## src/sv/cdq_pkg.sv

```systemverilog
// Package: shared types and constants of the circular deque.
`default_nettype none

package cdq_pkg;

    localparam int OP_W    = 3;
    localparam int DATA_W  = 32;
    localparam int COUNT_W = 5;

    typedef enum logic [OP_W-1:0] {
        OP_PUSH_REAR  = 3'd0,
        OP_PUSH_FRONT = 3'd1,
        OP_POP_FRONT  = 3'd2,
        OP_POP_REAR   = 3'd3,
        OP_PEEK_FRONT = 3'd4,
        OP_PEEK_REAR  = 3'd5
    } t_op;

    typedef enum logic [1:0] {
        ST_IDLE,
        ST_EXEC,
        ST_LOAD
    } t_state;

    // Controller to datapath.
    typedef struct packed {
        logic capture;  // latch the incoming item
        logic exec;     // update pointers, access the ring store
        logic load;     // fill the result register
    } t_dp_cmd;

    // Datapath to controller.
    typedef struct packed {
        logic out_stall;  // result register holds an item not yet taken
    } t_dp_sts;

endpackage

`default_nettype wire

```

## src/sv/cdq_if.sv

```systemverilog
// Interfaces: operation channel and result channel of the deque.
`default_nettype none

interface cdq_op_if;
    logic                                valid;
    logic                                ready;
    logic [cdq_pkg::OP_W-1:0]            operation;
    logic signed [cdq_pkg::DATA_W-1:0]   value;

    modport source (output valid, output operation, output value, input ready);
    modport sink   (input valid, input operation, input value, output ready);
endinterface

interface cdq_res_if;
    logic                                valid;
    logic                                ready;
    logic signed [cdq_pkg::DATA_W-1:0]   data_out;
    logic                                error;
    logic                                is_empty;
    logic                                is_full;
    logic [cdq_pkg::COUNT_W-1:0]         item_count;

    modport source (output valid, output data_out, output error, output is_empty,
                    output is_full, output item_count, input ready);
    modport sink   (input valid, input data_out, input error, input is_empty,
                    input is_full, input item_count, output ready);
endinterface

`default_nettype wire

```

## src/sv/cdq_ctrl.sv

```systemverilog
// Controller: sequences capture, store access and result load per item.
`default_nettype none

module cdq_ctrl (
    input  wire               i_clk,
    input  wire               i_rst_n,
    input  wire               i_in_valid,
    output logic              o_in_ready,
    input  cdq_pkg::t_dp_sts  i_sts,
    output cdq_pkg::t_dp_cmd  o_cmd
);

    cdq_pkg::t_state r_state;
    cdq_pkg::t_state n_state;

    always_ff @(posedge i_clk) begin
        if (!i_rst_n) begin
            r_state <= cdq_pkg::ST_IDLE;
        end else begin
            r_state <= n_state;
        end
    end

    always_comb begin
        n_state = r_state;
        unique case (r_state)
            cdq_pkg::ST_IDLE: begin
                if (i_in_valid) begin
                    n_state = cdq_pkg::ST_EXEC;
                end
            end
            cdq_pkg::ST_EXEC: begin
                n_state = cdq_pkg::ST_LOAD;
            end
            cdq_pkg::ST_LOAD: begin
                if (!i_sts.out_stall) begin
                    n_state = cdq_pkg::ST_IDLE;
                end
            end
            default: begin
                n_state = cdq_pkg::ST_IDLE;
            end
        endcase
    end

    always_comb begin
        o_in_ready    = 1'b0;
        o_cmd         = '0;
        unique case (r_state)
            cdq_pkg::ST_IDLE: begin
                o_in_ready    = 1'b1;
                o_cmd.capture = i_in_valid;
            end
            cdq_pkg::ST_EXEC: begin
                o_cmd.exec = 1'b1;
            end
            cdq_pkg::ST_LOAD: begin
                o_cmd.load = !i_sts.out_stall;
            end
            default: begin
                o_in_ready = 1'b0;
            end
        endcase
    end

endmodule

`default_nettype wire

```

## src/sv/cdq_datapath.sv

```systemverilog
// Datapath: ring store, head/tail pointers, occupancy and result register.
`default_nettype none

module cdq_datapath #(
    parameter int DEPTH = 16
) (
    input  wire                                   i_clk,
    input  wire                                   i_rst_n,
    input  cdq_pkg::t_dp_cmd                      i_cmd,
    output cdq_pkg::t_dp_sts                      o_sts,
    input  wire [cdq_pkg::OP_W-1:0]               i_operation,
    input  wire signed [cdq_pkg::DATA_W-1:0]      i_value,
    output logic                                  o_out_valid,
    input  wire                                   i_out_ready,
    output logic signed [cdq_pkg::DATA_W-1:0]     o_data_out,
    output logic                                  o_error,
    output logic                                  o_is_empty,
    output logic                                  o_is_full,
    output logic [cdq_pkg::COUNT_W-1:0]           o_item_count
);

    localparam int PTR_W = (DEPTH > 1) ? $clog2(DEPTH) : 1;
    localparam int CNT_W = $clog2(DEPTH + 1);
    localparam logic [PTR_W-1:0] LAST_IDX = PTR_W'(DEPTH - 1);
    localparam logic [CNT_W-1:0] FULL_CNT = CNT_W'(DEPTH);

    logic signed [cdq_pkg::DATA_W-1:0] r_mem [DEPTH];

    logic [cdq_pkg::OP_W-1:0]          r_op;
    logic signed [cdq_pkg::DATA_W-1:0] r_value;
    logic [PTR_W-1:0]                  r_head;
    logic [PTR_W-1:0]                  r_tail;
    logic [CNT_W-1:0]                  r_count;
    logic                              r_err;
    logic                              r_ret;
    logic signed [cdq_pkg::DATA_W-1:0] r_rd_data;
    logic                              r_out_valid;

    logic [PTR_W-1:0] n_head;
    logic [PTR_W-1:0] n_tail;
    logic [CNT_W-1:0] n_count;
    logic [PTR_W-1:0] head_inc;
    logic [PTR_W-1:0] head_dec;
    logic [PTR_W-1:0] tail_inc;
    logic [PTR_W-1:0] tail_dec;
    logic             full;
    logic             empty;
    logic             wr_en;
    logic [PTR_W-1:0] wr_addr;
    logic             rd_en;
    logic [PTR_W-1:0] rd_addr;
    logic             err;

    assign head_inc = (r_head == LAST_IDX) ? '0 : r_head + 1'b1;
    assign head_dec = (r_head == '0) ? LAST_IDX : r_head - 1'b1;
    assign tail_inc = (r_tail == LAST_IDX) ? '0 : r_tail + 1'b1;
    assign tail_dec = (r_tail == '0) ? LAST_IDX : r_tail - 1'b1;
    assign full     = (r_count == FULL_CNT);
    assign empty    = (r_count == '0);

    // Decode the held operation against the current occupancy.
    always_comb begin
        n_head  = r_head;
        n_tail  = r_tail;
        n_count = r_count;
        wr_en   = 1'b0;
        wr_addr = tail_inc;
        rd_en   = 1'b0;
        rd_addr = r_head;
        err     = 1'b0;
        unique case (cdq_pkg::t_op'(r_op))
            cdq_pkg::OP_PUSH_REAR: begin
                if (full) begin
                    err = 1'b1;
                end else begin
                    wr_en   = 1'b1;
                    wr_addr = tail_inc;
                    n_tail  = tail_inc;
                    n_count = r_count + 1'b1;
                end
            end
            cdq_pkg::OP_PUSH_FRONT: begin
                if (full) begin
                    err = 1'b1;
                end else begin
                    wr_en   = 1'b1;
                    wr_addr = head_dec;
                    n_head  = head_dec;
                    n_count = r_count + 1'b1;
                end
            end
            cdq_pkg::OP_POP_FRONT: begin
                if (empty) begin
                    err = 1'b1;
                end else begin
                    rd_en   = 1'b1;
                    rd_addr = r_head;
                    n_head  = head_inc;
                    n_count = r_count - 1'b1;
                end
            end
            cdq_pkg::OP_POP_REAR: begin
                if (empty) begin
                    err = 1'b1;
                end else begin
                    rd_en   = 1'b1;
                    rd_addr = r_tail;
                    n_tail  = tail_dec;
                    n_count = r_count - 1'b1;
                end
            end
            cdq_pkg::OP_PEEK_FRONT: begin
                if (empty) begin
                    err = 1'b1;
                end else begin
                    rd_en   = 1'b1;
                    rd_addr = r_head;
                end
            end
            cdq_pkg::OP_PEEK_REAR: begin
                if (empty) begin
                    err = 1'b1;
                end else begin
                    rd_en   = 1'b1;
                    rd_addr = r_tail;
                end
            end
            default: begin
                err = 1'b1;
            end
        endcase
    end

    always_ff @(posedge i_clk) begin
        if (i_cmd.capture) begin
            r_op    <= i_operation;
            r_value <= i_value;
        end
        if (i_cmd.exec) begin
            r_err <= err;
            r_ret <= rd_en;
        end
    end

    always_ff @(posedge i_clk) begin
        if (!i_rst_n) begin
            r_head  <= '0;
            r_tail  <= LAST_IDX;
            r_count <= '0;
        end else if (i_cmd.exec) begin
            r_head  <= n_head;
            r_tail  <= n_tail;
            r_count <= n_count;
        end
    end

    // Ring store: one write or one registered read per item.
    always_ff @(posedge i_clk) begin
        if (i_cmd.exec && wr_en) begin
            r_mem[wr_addr] <= r_value;
        end
        if (i_cmd.exec && rd_en) begin
            r_rd_data <= r_mem[rd_addr];
        end
    end

    always_ff @(posedge i_clk) begin
        if (!i_rst_n) begin
            r_out_valid <= 1'b0;
        end else if (i_cmd.load) begin
            r_out_valid <= 1'b1;
        end else if (i_out_ready) begin
            r_out_valid <= 1'b0;
        end
    end

    always_ff @(posedge i_clk) begin
        if (i_cmd.load) begin
            o_data_out   <= r_ret ? r_rd_data : '0;
            o_error      <= r_err;
            o_is_empty   <= empty;
            o_is_full    <= full;
            o_item_count <= cdq_pkg::COUNT_W'(r_count);
        end
    end

    assign o_out_valid     = r_out_valid;
    assign o_sts.out_stall = r_out_valid && !i_out_ready;

endmodule

`default_nettype wire

```

## src/sv/circular_deque_core.sv

```systemverilog
// Top level: double-ended queue on a ring store, controller plus datapath.
//
//  Channel  Dir  Handshake          Payload
//  i_op     in   valid / ready      operation[2:0], value[31:0] signed
//  o_res    out  valid / ready      data_out[31:0] signed, error, is_empty,
//                                   is_full, item_count[4:0]
//
// Each item passes through these steps: capture it, access the ring store (write for a
// push, registered read for a pop or peek, pointer and count update), load the
// result register. Reset clears the pointers, the count, the controller and the
// result valid; store contents stay undefined until written.
// A result not yet taken holds the next item before its load, with input ready low.
`default_nettype none

module circular_deque_core #(
    parameter int DEPTH = 16
) (
    input  wire        i_clk,
    input  wire        i_rst_n,
    cdq_op_if.sink     i_op,
    cdq_res_if.source  o_res
);

    cdq_pkg::t_dp_cmd dp_cmd;
    cdq_pkg::t_dp_sts dp_sts;
    logic             in_ready;

    // Sequence each item through its three steps.
    cdq_ctrl u_ctrl (
        .i_clk      (i_clk),
        .i_rst_n    (i_rst_n),
        .i_in_valid (i_op.valid),
        .o_in_ready (in_ready),
        .i_sts      (dp_sts),
        .o_cmd      (dp_cmd)
    );

    assign i_op.ready = in_ready;

    // Hold the store, pointers, count and the result register.
    cdq_datapath #(
        .DEPTH (DEPTH)
    ) u_datapath (
        .i_clk        (i_clk),
        .i_rst_n      (i_rst_n),
        .i_cmd        (dp_cmd),
        .o_sts        (dp_sts),
        .i_operation  (i_op.operation),
        .i_value      (i_op.value),
        .o_out_valid  (o_res.valid),
        .i_out_ready  (o_res.ready),
        .o_data_out   (o_res.data_out),
        .o_error      (o_res.error),
        .o_is_empty   (o_res.is_empty),
        .o_is_full    (o_res.is_full),
        .o_item_count (o_res.item_count)
    );

endmodule

`default_nettype wire

```

## src/flat_wrapper.sv

```systemverilog
// flat-port wrapper written by rule: the top's interface ports become plain ports
module circular_deque_core_flat 
#(
    parameter int DEPTH = 16
)
  (i_clk, i_rst_n, i_op_valid, i_op_operation, i_op_value, i_op_ready, o_res_valid, o_res_data_out, o_res_error, o_res_is_empty, o_res_is_full, o_res_item_count, o_res_ready);
  cdq_op_if i_op_i ();
  cdq_res_if o_res_i ();
  input  wire i_clk;
  input  wire i_rst_n;
  input wire logic [$bits(i_op_i.valid)-1:0] i_op_valid;
  input wire logic [$bits(i_op_i.operation)-1:0] i_op_operation;
  input wire logic [$bits(i_op_i.value)-1:0] i_op_value;
  output wire logic [$bits(i_op_i.ready)-1:0] i_op_ready;
  output wire logic [$bits(o_res_i.valid)-1:0] o_res_valid;
  output wire logic [$bits(o_res_i.data_out)-1:0] o_res_data_out;
  output wire logic [$bits(o_res_i.error)-1:0] o_res_error;
  output wire logic [$bits(o_res_i.is_empty)-1:0] o_res_is_empty;
  output wire logic [$bits(o_res_i.is_full)-1:0] o_res_is_full;
  output wire logic [$bits(o_res_i.item_count)-1:0] o_res_item_count;
  input wire logic [$bits(o_res_i.ready)-1:0] o_res_ready;
  assign i_op_i.valid = i_op_valid;
  assign i_op_i.operation = i_op_operation;
  assign i_op_i.value = i_op_value;
  assign i_op_ready = i_op_i.ready;
  assign o_res_valid = o_res_i.valid;
  assign o_res_data_out = o_res_i.data_out;
  assign o_res_error = o_res_i.error;
  assign o_res_is_empty = o_res_i.is_empty;
  assign o_res_is_full = o_res_i.is_full;
  assign o_res_item_count = o_res_i.item_count;
  assign o_res_i.ready = o_res_ready;
  circular_deque_core #(.DEPTH(DEPTH)) u_core (.i_clk(i_clk), .i_rst_n(i_rst_n), .i_op(i_op_i), .o_res(o_res_i));
endmodule
```

## config.mk

```make
export PLATFORM = sky130hd
export DESIGN_NAME = circular_deque_core_flat
export DESIGN_NICKNAME = d
export VERILOG_FILES = /design/src/sv/cdq_pkg.sv /design/src/sv/cdq_if.sv /design/src/sv/cdq_ctrl.sv /design/src/sv/cdq_datapath.sv /design/src/sv/circular_deque_core.sv /design/src/flat_wrapper.sv
export SDC_FILE = /design/constraint.sdc
export NUM_CORES = 1
export LEC_CHECK = 0
export BUFFER_PORTS_ARGS = -buffer_cell sky130_fd_sc_hd__buf_2
export CAP_MARGIN = 20
export CORE_MARGIN = 10
export CORE_UTILIZATION = 40
export DETAILED_ROUTE_END_ITERATION = 8
export SLEW_MARGIN = 20
export SYNTH_ARGS = -nofsm -noshare
export SYNTH_HDL_FRONTEND = slang
export SYNTH_HIERARCHICAL = 1
export SYNTH_SLANG_ARGS = --single-unit
```

## constraint.sdc

```tcl
create_clock -name i_clk -period 6.9 [get_ports i_clk]
set_clock_uncertainty 0.2 [all_clocks]
set_input_delay 1.725 -clock i_clk [delete_from_list [all_inputs] [get_ports i_clk]]
set_output_delay 1.725 -clock i_clk [all_outputs]
set_load 0.05 [all_outputs]
```

Word-level counts from Yosys, hierarchy flattened. Memories as Yosys holds them, arrays and structs flattened. A register that Yosys moved wholly into a read port is not among the register bits. Cells that the tools add are included.

Memories kept: 1. Word-level logic and storage cells: 96. Bits of input ports: 39. Output and inout port bits: 42. Bits in registers: 93. RAM bits: 512.

Memories: u_core.u_datapath.r_mem (words 16, bits a word 32, rd ports 1, clocked after memory_dff 1, wr ports 1, line cdq_datapath.sv:27) `logic signed [cdq_pkg::DATA_W-1:0] r_mem [DEPTH];`.

Eq/ne operators: 18. Add/sub/neg operators: 6. Reductions and logical operators: 22. Mux-type cells: 35.

Operators with widths (count): 4-bit two-way mux (12); 2-bit != test (second input constant) (8); 4-bit case mux with 2 select lines (2); 1-bit two-way mux (14); 4-bit AND reduction (3); 5-bit two-way mux (2); 5-bit case mux with 2 select lines (1); 4-bit by 1-bit adder with 4-bit output (second input constant) (2); 4-bit == test (second input constant) (2); 4-bit logical NOT (2); 2-bit nonzero test (4); 4-bit by 1-bit subtractor with 4-bit output (second input constant) (2); 3-bit by 2-bit == test with 1-bit output (second input constant) (2); 3-bit == test (second input constant) (2); 2-bit case mux with 3 select lines (1); 2-bit OR reduction (3); 5-bit by 1-bit adder with 5-bit output (second input constant) (1); 5-bit == test (second input constant) (1); 5-bit logical NOT (1); 5-bit by 1-bit subtractor with 5-bit output (second input constant) (1); 2-bit two-way mux (2); 4-bit OR reduction (1); 3-bit by 1-bit == test with 1-bit output (second input constant) (1); 1-bit logical AND (3); 7 further kinds (8).

Logic depth before layout (Yosys ltp). Gate-level depths: netlist of the first run.

Word-level depth: 6. Mapped depth: 11. Gate-level depth less buffers: 8.

Modules after synthesis. The synthesis of the first run kept the hierarchy.

Modules (own cells, without submodules): cdq_datapath (area an instance 24566.1 sq um, times used 1, seq. area each 18928.2 sq um, cells an instance 1834); cdq_ctrl (area an instance 93.8 sq um, times used 1, seq. area each 40.0 sq um, cells an instance 10).

Worst setup path before layout of the first run. No wires, ideal clock.

Path type: input -> register. From: input o_res_ready. To: register u_core/u_datapath/o_data_out[0] in the netlist's numbering, enable pin. Stages: 2. Setup time: 0.439 ns. Required time: 6.261 ns. Buffers on the path: 0. Path slack: 2.751 ns. Arrival: 3.510 ns. Cells stage by stage: nor2b_1 nor2_1.

RTL lines: from (decl) (line flat_wrapper.sv:21) `input wire logic [$bits(o_res_i.ready)-1:0] o_res_ready;`; to (signal assigned) (line cdq_datapath.sv:179) `o_data_out <= r_ret ? r_rd_data : '0;`; to (decl) (line cdq_datapath.sv:15) `output logic signed [cdq_pkg::DATA_W-1:0] o_data_out,`.

Worst setup path after layout of the first run.
From: register u_core.u_datapath.r_count[0]. To: register u_core/u_datapath/r_rd_data[19] in the netlist's numbering (read register of u_core.u_datapath.r_mem), data pin.

Cells in the longest elaborated chain, start to end: 4. Elaborated cells on any way between the ends: 6. Classes of those cells: mux (4); reduce/logical (2).

Ends and longest elaborated chain: from (decl) (line cdq_datapath.sv:33) `logic [CNT_W-1:0] r_count;`; from (signal assigned) (line cdq_datapath.sv:153) `r_count <= n_count;`; 5-bit logical NOT * (line cdq_datapath.sv:59) `assign empty = (r_count == '0);`; 1-bit two-way mux (2 in series); 1-bit logical AND (line cdq_datapath.sv:162) `if (i_cmd.exec && rd_en) begin`; to (decl) (line cdq_datapath.sv:36) `logic signed [cdq_pkg::DATA_W-1:0] r_rd_data;`.

Every way passes the cells marked *; elsewhere a longest branch is shown, timed or not. A chain may end at the register's enable or synchronous reset.

==> impl_metrics.prom, run 1 <==
# TYPE chip_impl_metric gauge
chip_impl_info{name="worst_setup_path_endpoint",value="u_core/u_datapath/r_rd_data[19]"} 1
chip_impl_metric{name="timing_worst_slew_pin_value",unit="ns"} 1.033
chip_impl_metric{name="worst-endpoint-arrival",unit="ns"} 4.24
chip_impl_metric{name="ys_seq_area_frac",unit=""} 0.7692
chip_impl_metric{name="routed-via-count",unit=""} 14650
chip_impl_metric{name="post_route_cells_drive_above_1_share",unit=""} 0.1247
chip_impl_metric{name="p_leak",unit="uW"} 0.009529
chip_impl_metric{name="worst_ir_drop_vdd",unit="mV"} 0.1398
chip_impl_metric{name="pin_count_of_the_biggest_net_entering_global_routing",unit=""} 190
chip_impl_info{name="worst_path_max_delay_cell",value="sky130_fd_sc_hd__mux2i_4"} 1
chip_impl_metric{name="clock_sinks",unit=""} 637
chip_impl_metric{name="cts_max_level",unit=""} 3
chip_impl_metric{name="layout_worst_path_cycle_share",unit=""} 0.5968
chip_impl_info{name="category_of_the_worst_setup_path_capture_point",value="register"} 1
chip_impl_info{name="setup_repair_after_global_routing_missed_its_margin",value="false"} 1
chip_impl_metric{name="post_cts_resized",unit=""} 0
chip_impl_metric{name="grt_remaining_overflow",unit=""} 0
chip_impl_metric{name="setup_tns",unit="ns"} 0
chip_impl_metric{name="drv_slew",unit=""} 0
chip_impl_metric{name="critical_path.max_stage_delay",unit="ns"} 0.94
chip_impl_metric{name="postLayoutCoreUtil",unit=""} 0.4675
chip_impl_metric{name="detail_route.iter0.violations",unit=""} 1237
chip_impl_metric{name="coreArea",unit="mm2"} 0.06070
chip_impl_metric{name="p_per_area",unit="mW/mm2"} 297.2
chip_impl_metric{name="synthesis.instances",unit=""} 1844
chip_impl_metric{name="finish.net_count",unit=""} 1970
chip_impl_metric{name="final-hold-violation-count",unit=""} 0
chip_impl_info{name="crit_type",value="register to register"} 1
chip_impl_info{name="critical_path.cell_chain",value="or4_4, o221ai_4, mux2i_4, buf_4, nand3_1, nand3_1, nand3_1"} 1
chip_impl_metric{name="yosys_register_bits",unit=""} 637
chip_impl_info{name="min-delay-start",value="u_core/u_datapath/r_err"} 1
chip_impl_metric{name="core.rowCount",unit=""} 90
chip_impl_metric{name="pre_cts_ws",unit="ns"} 2.812
chip_impl_metric{name="first_pass_grt_wire_length",unit="mm"} 88.60
chip_impl_metric{name="antenna_found_initial",unit=""} 0
chip_impl_info{name="worstHoldPathType",value="register to register"} 1
chip_impl_metric{name="reg2reg_slack",unit="ns"} 2.78
chip_impl_metric{name="timing.critical_path.required",unit="ns"} 7.02
chip_impl_metric{name="pin_count",unit=""} 81
chip_impl_metric{name="grt_pass1_vias",unit=""} 14610
chip_impl_metric{name="clk-insertion-delay-late",unit="ns"} 0.60
chip_impl_metric{name="syn-cell-area",unit="mm2"} 0.02466
chip_impl_metric{name="wire_per_inst",unit="um"} 21.19
chip_impl_metric{name="number_of_flops_mapped_to_enable_cells_by_yosys",unit=""} 621
chip_impl_metric{name="synth-async-reset-ratio",unit=""} 0
chip_impl_metric{name="antenna_left",unit=""} 0
chip_impl_metric{name="filler_cell_count",unit=""} 5322
chip_impl_info{name="critical-path-top-cell-by-count",value="sky130_fd_sc_hd__nand3_1"} 1
chip_impl_info{name="clock_tree.root_cell",value="sky130_fd_sc_hd__clkbuf_16"} 1
chip_impl_metric{name="via_per_inst",unit=""} 5.320
chip_impl_metric{name="cts.repair_timing.setup_buffer_count",unit=""} 0
chip_impl_metric{name="total_power",unit="uW"} 8433
chip_impl_info{name="worst_r2r_endpoint",value="u_core/u_datapath/r_rd_data[19]"} 1
chip_impl_metric{name="longest_clk_path_bufs",unit=""} 3
chip_impl_info{name="tritoncts",value="yes"} 1
chip_impl_metric{name="remaining_drc_errors",unit=""} 0
chip_impl_info{name="crit_start",value="u_core/u_datapath/r_count[0]"} 1
chip_impl_info{name="r2r_start",value="u_core/u_datapath/r_count[0]"} 1
chip_impl_metric{name="worst_slew_margin_rel",unit=""} 0.3115
chip_impl_metric{name="routed_wl",unit="mm"} 58.37
chip_impl_metric{name="setup_slack_after_layout",unit="ns"} 2.782
chip_impl_metric{name="cts_buffers",unit=""} 67
chip_impl_metric{name="final_weighted_congestion_of_routability_driven_global_placement",unit=""} 0.7768
chip_impl_metric{name="die-width",unit="um"} 268.3
chip_impl_metric{name="critPathMaxFanout",unit=""} 53
chip_impl_metric{name="maxCapViolations",unit=""} 0
chip_impl_metric{name="cts_hold_buffers",unit=""} 0
chip_impl_metric{name="setup-violations-final",unit=""} 0
chip_impl_metric{name="min_period",unit="ns"} 4.118
chip_impl_metric{name="area_growth",unit="%"} 15.07
chip_impl_metric{name="r2r_depth",unit=""} 7
chip_impl_metric{name="floorplan.initialDensity",unit=""} 0.4063
chip_impl_metric{name="place.port_buffers",unit=""} 80
chip_impl_metric{name="die_area",unit="mm2"} 0.07198
chip_impl_metric{name="clk_transition_reported_paths",unit="ns"} 0.05
chip_impl_info{name="synth_top_flop_cell",value="sky130_fd_sc_hd__edfxtp_1"} 1
chip_impl_metric{name="syn_area_per_cell",unit="um2"} 13.37
chip_impl_metric{name="detailed_place_hpwl",unit="mm"} 29.49
chip_impl_metric{name="post_synth_num_cell_types",unit=""} 44
chip_impl_metric{name="antenna-diode-count",unit=""} 0
chip_impl_metric{name="yosys_warnings",unit=""} 6
chip_impl_metric{name="die_height",unit="um"} 268.3
chip_impl_info{name="timing.critical_path.from_type",value="register"} 1
chip_impl_metric{name="timing.fmax",unit="MHz"} 242.8
chip_impl_info{name="outcome",value="finished clean"} 1
chip_impl_metric{name="synth_nets",unit=""} 1892
chip_impl_metric{name="drt_pass1_iterations",unit=""} 5
chip_impl_metric{name="grt_total_usage",unit=""} 0.1621
## cells in the final DEF (no fill, tap or decap), types with 6 or more instances in the layout
cell type,instances
sky130_fd_sc_hd__nand3_1,257
sky130_fd_sc_hd__clkinv_1,10
sky130_fd_sc_hd__mux2i_1,8
sky130_fd_sc_hd__a21oi_1,76
sky130_fd_sc_hd__o21ai_0,7
sky130_fd_sc_hd__bufinv_16,11
sky130_fd_sc_hd__buf_2,80
sky130_fd_sc_hd__inv_1,6
sky130_fd_sc_hd__nor2_1,18
sky130_fd_sc_hd__nand4_1,32
sky130_fd_sc_hd__nor2_4,18
sky130_fd_sc_hd__dfxtp_1,16
sky130_fd_sc_hd__a31oi_1,35
sky130_fd_sc_hd__ha_1,8
sky130_fd_sc_hd__buf_4,30
sky130_fd_sc_hd__xnor2_1,8
sky130_fd_sc_hd__clkinv_2,7
sky130_fd_sc_hd__edfxtp_1,621
sky130_fd_sc_hd__clkbuf_1,12
sky130_fd_sc_hd__clkbuf_16,68
sky130_fd_sc_hd__and2_1,35
sky130_fd_sc_hd__nand2_1,539
## worst min path at each step
| stage | slack, ns | endpoint | cells after the start |
|---|---|---|---|
| 6_report | 0.22 | u_core/u_datapath/o_error | 0 |
| 3_3_place_gp | 0.21 | u_core/u_datapath/o_error | 0 |
| 4_1_cts | 0.23 | u_core/u_datapath/o_error | 0 |
| 2_1_floorplan | 0.20 | u_core/u_datapath/o_error | 0 |
| 5_1_grt | 0.23 | u_core/u_datapath/o_error | 0 |
| 3_5_place_dp | 0.21 | u_core/u_datapath/o_error | 0 |
## worst max-delay path, delay by kind of cell, from the launching register on
kind / cells / cell delay [ns]
and+or+nand+nor: 4 / 1.00
muxes: 1 / 0.94
AOI/OAI and AO/OA: 1 / 0.65
buffers and inverters: 1 / 0.63
DFF: 1 / 0.37
## final cells by class
class	instances	area [um2]	area share
multi-input cells	1096	5444	0.1919
clock inverters	37	504.2	0.01777
repair buffers	113	680.7	0.02399
flip-flops and latches	637	18970	0.6685
well taps	782	978.4	0.03448
inverters	7	26.28	0.0009260
clock buffers	82	1774	0.06252
## per-stage QoR
step	cell area [um2]	instances	hold slack, ns
after floorplan	24660	1844	0.2003
after global placement	26080	2634	0.2115
after detailed placement	26100	2635	0.2117
after CTS	28380	2754	0.2254
after global routing	28380	2754	0.2323
final	28380	2754	0.2225
## where the power goes
group	internal [uW]	switching (uW)
clock network	2250	1470
registers	4300	58.7
logic	105	254
## cell families (layout without fill, tap and decap cells)
logic type / Yosys count / count (layout) / share of synthesized area
AND/OR/NAND/NOR: 920 / 920 / 0.1626
flip-flops: 637 / 637 / 0.7692
AO/OA/AOI/OAI: 138 / 138 / 0.03262
buffers and inverters: 111 / 239 / 0.01938
multiplexers: 16 / 16 / 0.006748
XOR/XNOR: 13 / 13 / 0.004617
adder cells (fa/ha/maj): 9 / 9 / 0.004871
## metal layers
layer | GRT usage | share of wire | routed length [um]
met1 | 0.2150 | 0.45 | 26070
met2 | 0.2664 | 0.48 | 27870
met3 | 0.02952 | 0.055 | 3189
met4 | 0.05237 | 0.021 | 1235
met5 | 0 | 0 | 0
## cell usage after synthesis, types with 11 or more instances
cell type	instances	area, um2
sky130_fd_sc_hd__edfxtp_1	621	18650
sky130_fd_sc_hd__nand2_1	539	2023
sky130_fd_sc_hd__nand3_1	257	1286
sky130_fd_sc_hd__a21oi_1	76	380.4
sky130_fd_sc_hd__clkbuf_1	54	202.7
sky130_fd_sc_hd__buf_2	43	215.2
sky130_fd_sc_hd__and2_1	36	225.2
sky130_fd_sc_hd__nor2_1	36	135.1
sky130_fd_sc_hd__a31oi_1	35	219.0
sky130_fd_sc_hd__nand4_1	32	200.2
sky130_fd_sc_hd__dfxtp_1	16	320.3
sky130_fd_sc_hd__mux2i_1	11	110.1
## state kept, by name (all words and copies together), names as in the netlist
signal / cells
u_core/u_datapath/r_count: 5
u_core/u_datapath/o_data_out: 32
u_core/u_datapath/r_head: 4
u_core/u_datapath/o_error: 1
u_core/u_datapath/r_tail: 4
u_core/u_datapath/r_value: 32
u_core/u_datapath/r_mem: 512
u_core/u_datapath/r_rd_data: 32
u_core/u_datapath/o_is_full: 1
u_core/u_datapath/o_item_count: 5
u_core/u_datapath/r_err: 1
u_core/u_datapath/o_is_empty: 1
u_core/u_ctrl/r_state: 2
u_core/u_datapath/r_op: 3
u_core/u_datapath/o_out_valid: 1
u_core/u_datapath/r_ret: 1
No activity file was read; power rests on OpenSTA's default activity.
==> inputs of run 2 (changes only) <==
--- a/config.mk
+++ b/config.mk
@@ -5,6 +5,7 @@
 export SDC_FILE = /design/constraint.sdc
 export NUM_CORES = 1
 export LEC_CHECK = 0
+export ABC_AREA = 1
 export BUFFER_PORTS_ARGS = -buffer_cell sky130_fd_sc_hd__buf_2
 export CAP_MARGIN = 20
 export CORE_MARGIN = 10
==> constraint.sdc (replaced) <==
create_clock -name i_clk -period 3.7 [get_ports i_clk]
set_clock_uncertainty 0.2 [all_clocks]
set_input_delay 0.925 -clock i_clk [delete_from_list [all_inputs] [get_ports i_clk]]
set_output_delay 0.925 -clock i_clk [all_outputs]
set_load 0.05 [all_outputs]
==> run 2 against run 1 <==
Sequential power grew 88%. Total power is 88% higher. Via count increased by 22%. Highest routed layer unchanged.
==> impl_metrics.prom, run 2 <==
# TYPE chip_impl_metric gauge
chip_impl_metric{name="yosys_warnings",unit=""} 6
chip_impl_metric{name="post_cts_resized",unit=""} 0
chip_impl_metric{name="worst_ir_drop_vdd",unit="mV"} 0.3045
chip_impl_metric{name="grt_pass1_vias",unit=""} 17610
chip_impl_info{name="synth_top_cells_by_count",value="sky130_fd_sc_hd__edfxtp_1 (621), sky130_fd_sc_hd__nand3_1 (532), sky130_fd_sc_hd__inv_1 (484)"} 1
chip_impl_info{name="critPathTopFamily",value="simple AND/OR/NAND/NOR gates"} 1
chip_impl_metric{name="setup_tns",unit="ns"} 0
chip_impl_metric{name="synth_top_area_share",unit=""} 0.6847
chip_impl_metric{name="filler_cell_count",unit=""} 6100
chip_impl_metric{name="place.port_buffers",unit=""} 80
chip_impl_metric{name="die_area",unit="mm2"} 0.07892
chip_impl_info{name="most-common-layout-cells",value="sky130_fd_sc_hd__edfxtp_1 (621), sky130_fd_sc_hd__nand3_1 (532), sky130_fd_sc_hd__inv_1 (484), sky130_fd_sc_hd__nand2_1 (461), sky130_fd_sc_hd__nand3b_1 (96)"} 1
chip_impl_info{name="tritoncts",value="yes"} 1
chip_impl_info{name="synth_area_leader_cell",value="sky130_fd_sc_hd__edfxtp_1"} 1
chip_impl_metric{name="detailed_place_hpwl",unit="mm"} 42.62
chip_impl_metric{name="yosys_register_bits",unit=""} 637
chip_impl_info{name="worstHoldPathType",value="register to register"} 1
chip_impl_metric{name="setup-violations-final",unit=""} 0
chip_impl_metric{name="total_power",unit="uW"} 15830
chip_impl_metric{name="drv_slew",unit=""} 0
chip_impl_metric{name="antenna_found_initial",unit=""} 0
chip_impl_info{name="layout_commonest_cell",value="sky130_fd_sc_hd__edfxtp_1"} 1
chip_impl_metric{name="ys_seq_area_frac",unit=""} 0.6965
chip_impl_metric{name="p_clk_frac",unit=""} 0.417
chip_impl_metric{name="intPower",unit="uW"} 12160
chip_impl_metric{name="pin_count",unit=""} 81
chip_impl_metric{name="syn_area_per_cell",unit="um2"} 11.14
chip_impl_metric{name="antenna-diode-count",unit=""} 0
chip_impl_metric{name="reg2reg_slack",unit="ns"} 0.53
chip_impl_metric{name="pwr-share-comb",unit=""} 0.067
chip_impl_metric{name="min_period",unit="ns"} 3.169
chip_impl_metric{name="synth-async-reset-ratio",unit=""} 0
chip_impl_info{name="clock_tree.root_cell",value="sky130_fd_sc_hd__clkbuf_16"} 1
chip_impl_info{name="setup_repair_after_global_routing_missed_its_margin",value="false"} 1
chip_impl_metric{name="total_switching_power",unit="uW"} 3668
chip_impl_metric{name="antenna_left",unit=""} 0
chip_impl_metric{name="core.rowCount",unit=""} 95
chip_impl_metric{name="cts.repair_timing.setup_buffer_count",unit=""} 0
chip_impl_metric{name="layout_worst_path_cycle_share",unit=""} 0.8565
chip_impl_info{name="worst_path_max_delay_cell",value="sky130_fd_sc_hd__o21ai_4"} 1
chip_impl_metric{name="holdWs",unit="ns"} 0.2285
chip_impl_metric{name="cts_max_level",unit=""} 3
chip_impl_metric{name="syn-cell-area",unit="mm2"} 0.02723
chip_impl_metric{name="final-hold-violation-count",unit=""} 0
chip_impl_metric{name="die_height",unit="um"} 280.9
chip_impl_metric{name="remaining_drc_errors",unit=""} 0
chip_impl_metric{name="worst_slew_margin_rel",unit=""} 0.3028
chip_impl_info{name="critical_path.cell_chain",value="inv_2, nand3_2, nand2_2, nand2_4, o21ai_4, buf_12, nand3_1, nand3_1, nand3_1, nand2_1"} 1
chip_impl_metric{name="worst-endpoint-arrival",unit="ns"} 3.42
chip_impl_metric{name="number_of_flops_mapped_to_enable_cells_by_yosys",unit=""} 621
chip_impl_metric{name="coreArea",unit="mm2"} 0.06728
chip_impl_metric{name="p_sw_frac",unit=""} 0.2318
chip_impl_metric{name="critPathMaxFanout",unit=""} 46
chip_impl_info{name="outcome",value="finished clean"} 1
chip_impl_metric{name="detail_route.iter0.violations",unit=""} 1716
chip_impl_metric{name="clk_transition_reported_paths",unit="ns"} 0.06
chip_impl_metric{name="largest_reg_flops",unit=""} 512
chip_impl_metric{name="grt_total_usage",unit=""} 0.1872
chip_impl_metric{name="cts_buffers",unit=""} 70
chip_impl_info{name="critical-path-top-cell-by-count",value="sky130_fd_sc_hd__nand3_1"} 1
chip_impl_metric{name="sum_of_buffers_and_inverters_on_the_critical_path",unit=""} 2
chip_impl_metric{name="die-width",unit="um"} 280.9
chip_impl_metric{name="timing_worst_slew_pin_value",unit="ns"} 1.042
chip_impl_metric{name="p_per_area",unit="mW/mm2"} 508.3
chip_impl_metric{name="pin_count_of_the_biggest_net_entering_global_routing",unit=""} 107
chip_impl_metric{name="routed-via-count",unit=""} 17840
chip_impl_metric{name="post_synth_num_cell_types",unit=""} 31
chip_impl_info{name="top_register",value="u_core/u_datapath/r_mem"} 1
chip_impl_metric{name="setup_slack_after_layout",unit="ns"} 0.5311
chip_impl_metric{name="timing.critical_path.required",unit="ns"} 3.95
chip_impl_metric{name="critical_path.max_stage_delay",unit="ns"} 0.84
chip_impl_metric{name="synth_nets",unit=""} 2492
chip_impl_metric{name="pre_cts_ws",unit="ns"} 0.5798
chip_impl_metric{name="seq_power_share",unit=""} 0.517
chip_impl_metric{name="clk-insertion-delay-late",unit="ns"} 0.61
chip_impl_metric{name="clock_sinks",unit=""} 637
chip_impl_metric{name="post_route_cells_drive_above_1_share",unit=""} 0.1014
chip_impl_info{name="timing.critical_path.from_type",value="register"} 1
chip_impl_metric{name="first_pass_grt_wire_length",unit="mm"} 111.5
chip_impl_info{name="synth_most_common_cell",value="sky130_fd_sc_hd__edfxtp_1"} 1
chip_impl_info{name="synth_top_flop_cell",value="sky130_fd_sc_hd__edfxtp_1"} 1
chip_impl_metric{name="maxCapViolations",unit=""} 0
chip_impl_metric{name="longest_clk_path_bufs",unit=""} 3
chip_impl_metric{name="drt_pass1_iterations",unit=""} 6
chip_impl_metric{name="finish.net_count",unit=""} 2573
chip_impl_metric{name="postLayoutCoreUtil",unit=""} 0.4628
chip_impl_metric{name="cts_hold_buffers",unit=""} 0
chip_impl_info{name="category_of_the_worst_setup_path_capture_point",value="register"} 1
chip_impl_metric{name="wire_per_inst",unit="um"} 21.45
chip_impl_metric{name="routed_wl",unit="mm"} 73.95
chip_impl_metric{name="area_growth",unit="%"} 14.32
chip_impl_metric{name="timing.fmax",unit="MHz"} 315.6
chip_impl_metric{name="floorplan.initialDensity",unit=""} 0.4048
chip_impl_metric{name="final_weighted_congestion_of_routability_driven_global_placement",unit=""} 0.8710
chip_impl_metric{name="synthesis.instances",unit=""} 2444
chip_impl_info{name="synth_area_leaders",value="sky130_fd_sc_hd__edfxtp_1 (68%), sky130_fd_sc_hd__nand3_1 (9.8%), sky130_fd_sc_hd__inv_1 (6.7%), sky130_fd_sc_hd__nand2_1 (6.4%), sky130_fd_sc_hd__nand3b_1 (2.6%)"} 1
chip_impl_metric{name="via_per_inst",unit=""} 5.174
chip_impl_info{name="crit_type",value="register to register"} 1
chip_impl_metric{name="p_leak",unit="uW"} 0.01277
chip_impl_metric{name="grt_remaining_overflow",unit=""} 0
==> run 2: area by class of cell <==
type / instances / area (um2) / share of cell area
tap: 873 / 1092 / 0.03508
sequential: 637 / 18970 / 0.6092
inverter: 487 / 1828 / 0.05871
multi-input combinational: 1197 / 6010 / 0.1930
timing repair buffer: 132 / 1086 / 0.03488
clock inverter: 33 / 255.2 / 0.008198
clock buffer: 89 / 1897 / 0.06092
==> run 2: layer usage <==
metal  track usage  vias to the layer above  wire [um]
li1              -                     8283          -
met1        0.2553                     8688      31570
met4       0.05156                        0       1350
met2        0.3038                      772      34920
met5             0                        -          0
met3       0.03243                       98       6108
==> run 2: path summary, 6_finish.rpt <==
check | cells after the start | end | from
max | 10 | u_core/u_datapath/r_rd_data[15] | u_core/u_datapath/r_op[2]
min | 0 | u_core/u_datapath/o_error | u_core/u_datapath/r_err
min reg2reg | 0 | u_core/u_datapath/o_error | u_core/u_datapath/r_err
max reg2reg | 10 | u_core/u_datapath/r_rd_data[15] | u_core/u_datapath/r_op[2]
==> run 2: power by group through the flow <==
stage,sequential [uW],clock [uW],combinational (uW)
floorplan,8270,0,656
finish,8170,6590,1060
global route,8180,7050,1150
CTS,8170,6740,1060
detailed placement,8320,0,1050
global placement,8320,0,1040
==> run 2: cells by family (layout without fill, tap and decap cells) <==
group,count (synthesis),in the layout,share of synthesized area
buffers and inverters,610,741,0.09087
DFF,637,637,0.6965
adders and majority gates,9,9,0.004411
and+or+nand+nor,1135,1135,0.1965
xor gates and xnor gates,8,8,0.002573
AOI/OAI and AO/OA,45,45,0.009142
==> run 2: stage by stage <==
stage | instances | instance area, um2
5_1_grt | 3448 | 31140
2_1_floorplan | 2444 | 27240
4_1_cts | 3448 | 31140
6_report | 3448 | 31140
3_3_place_gp | 3325 | 28970
3_5_place_dp | 3326 | 28980
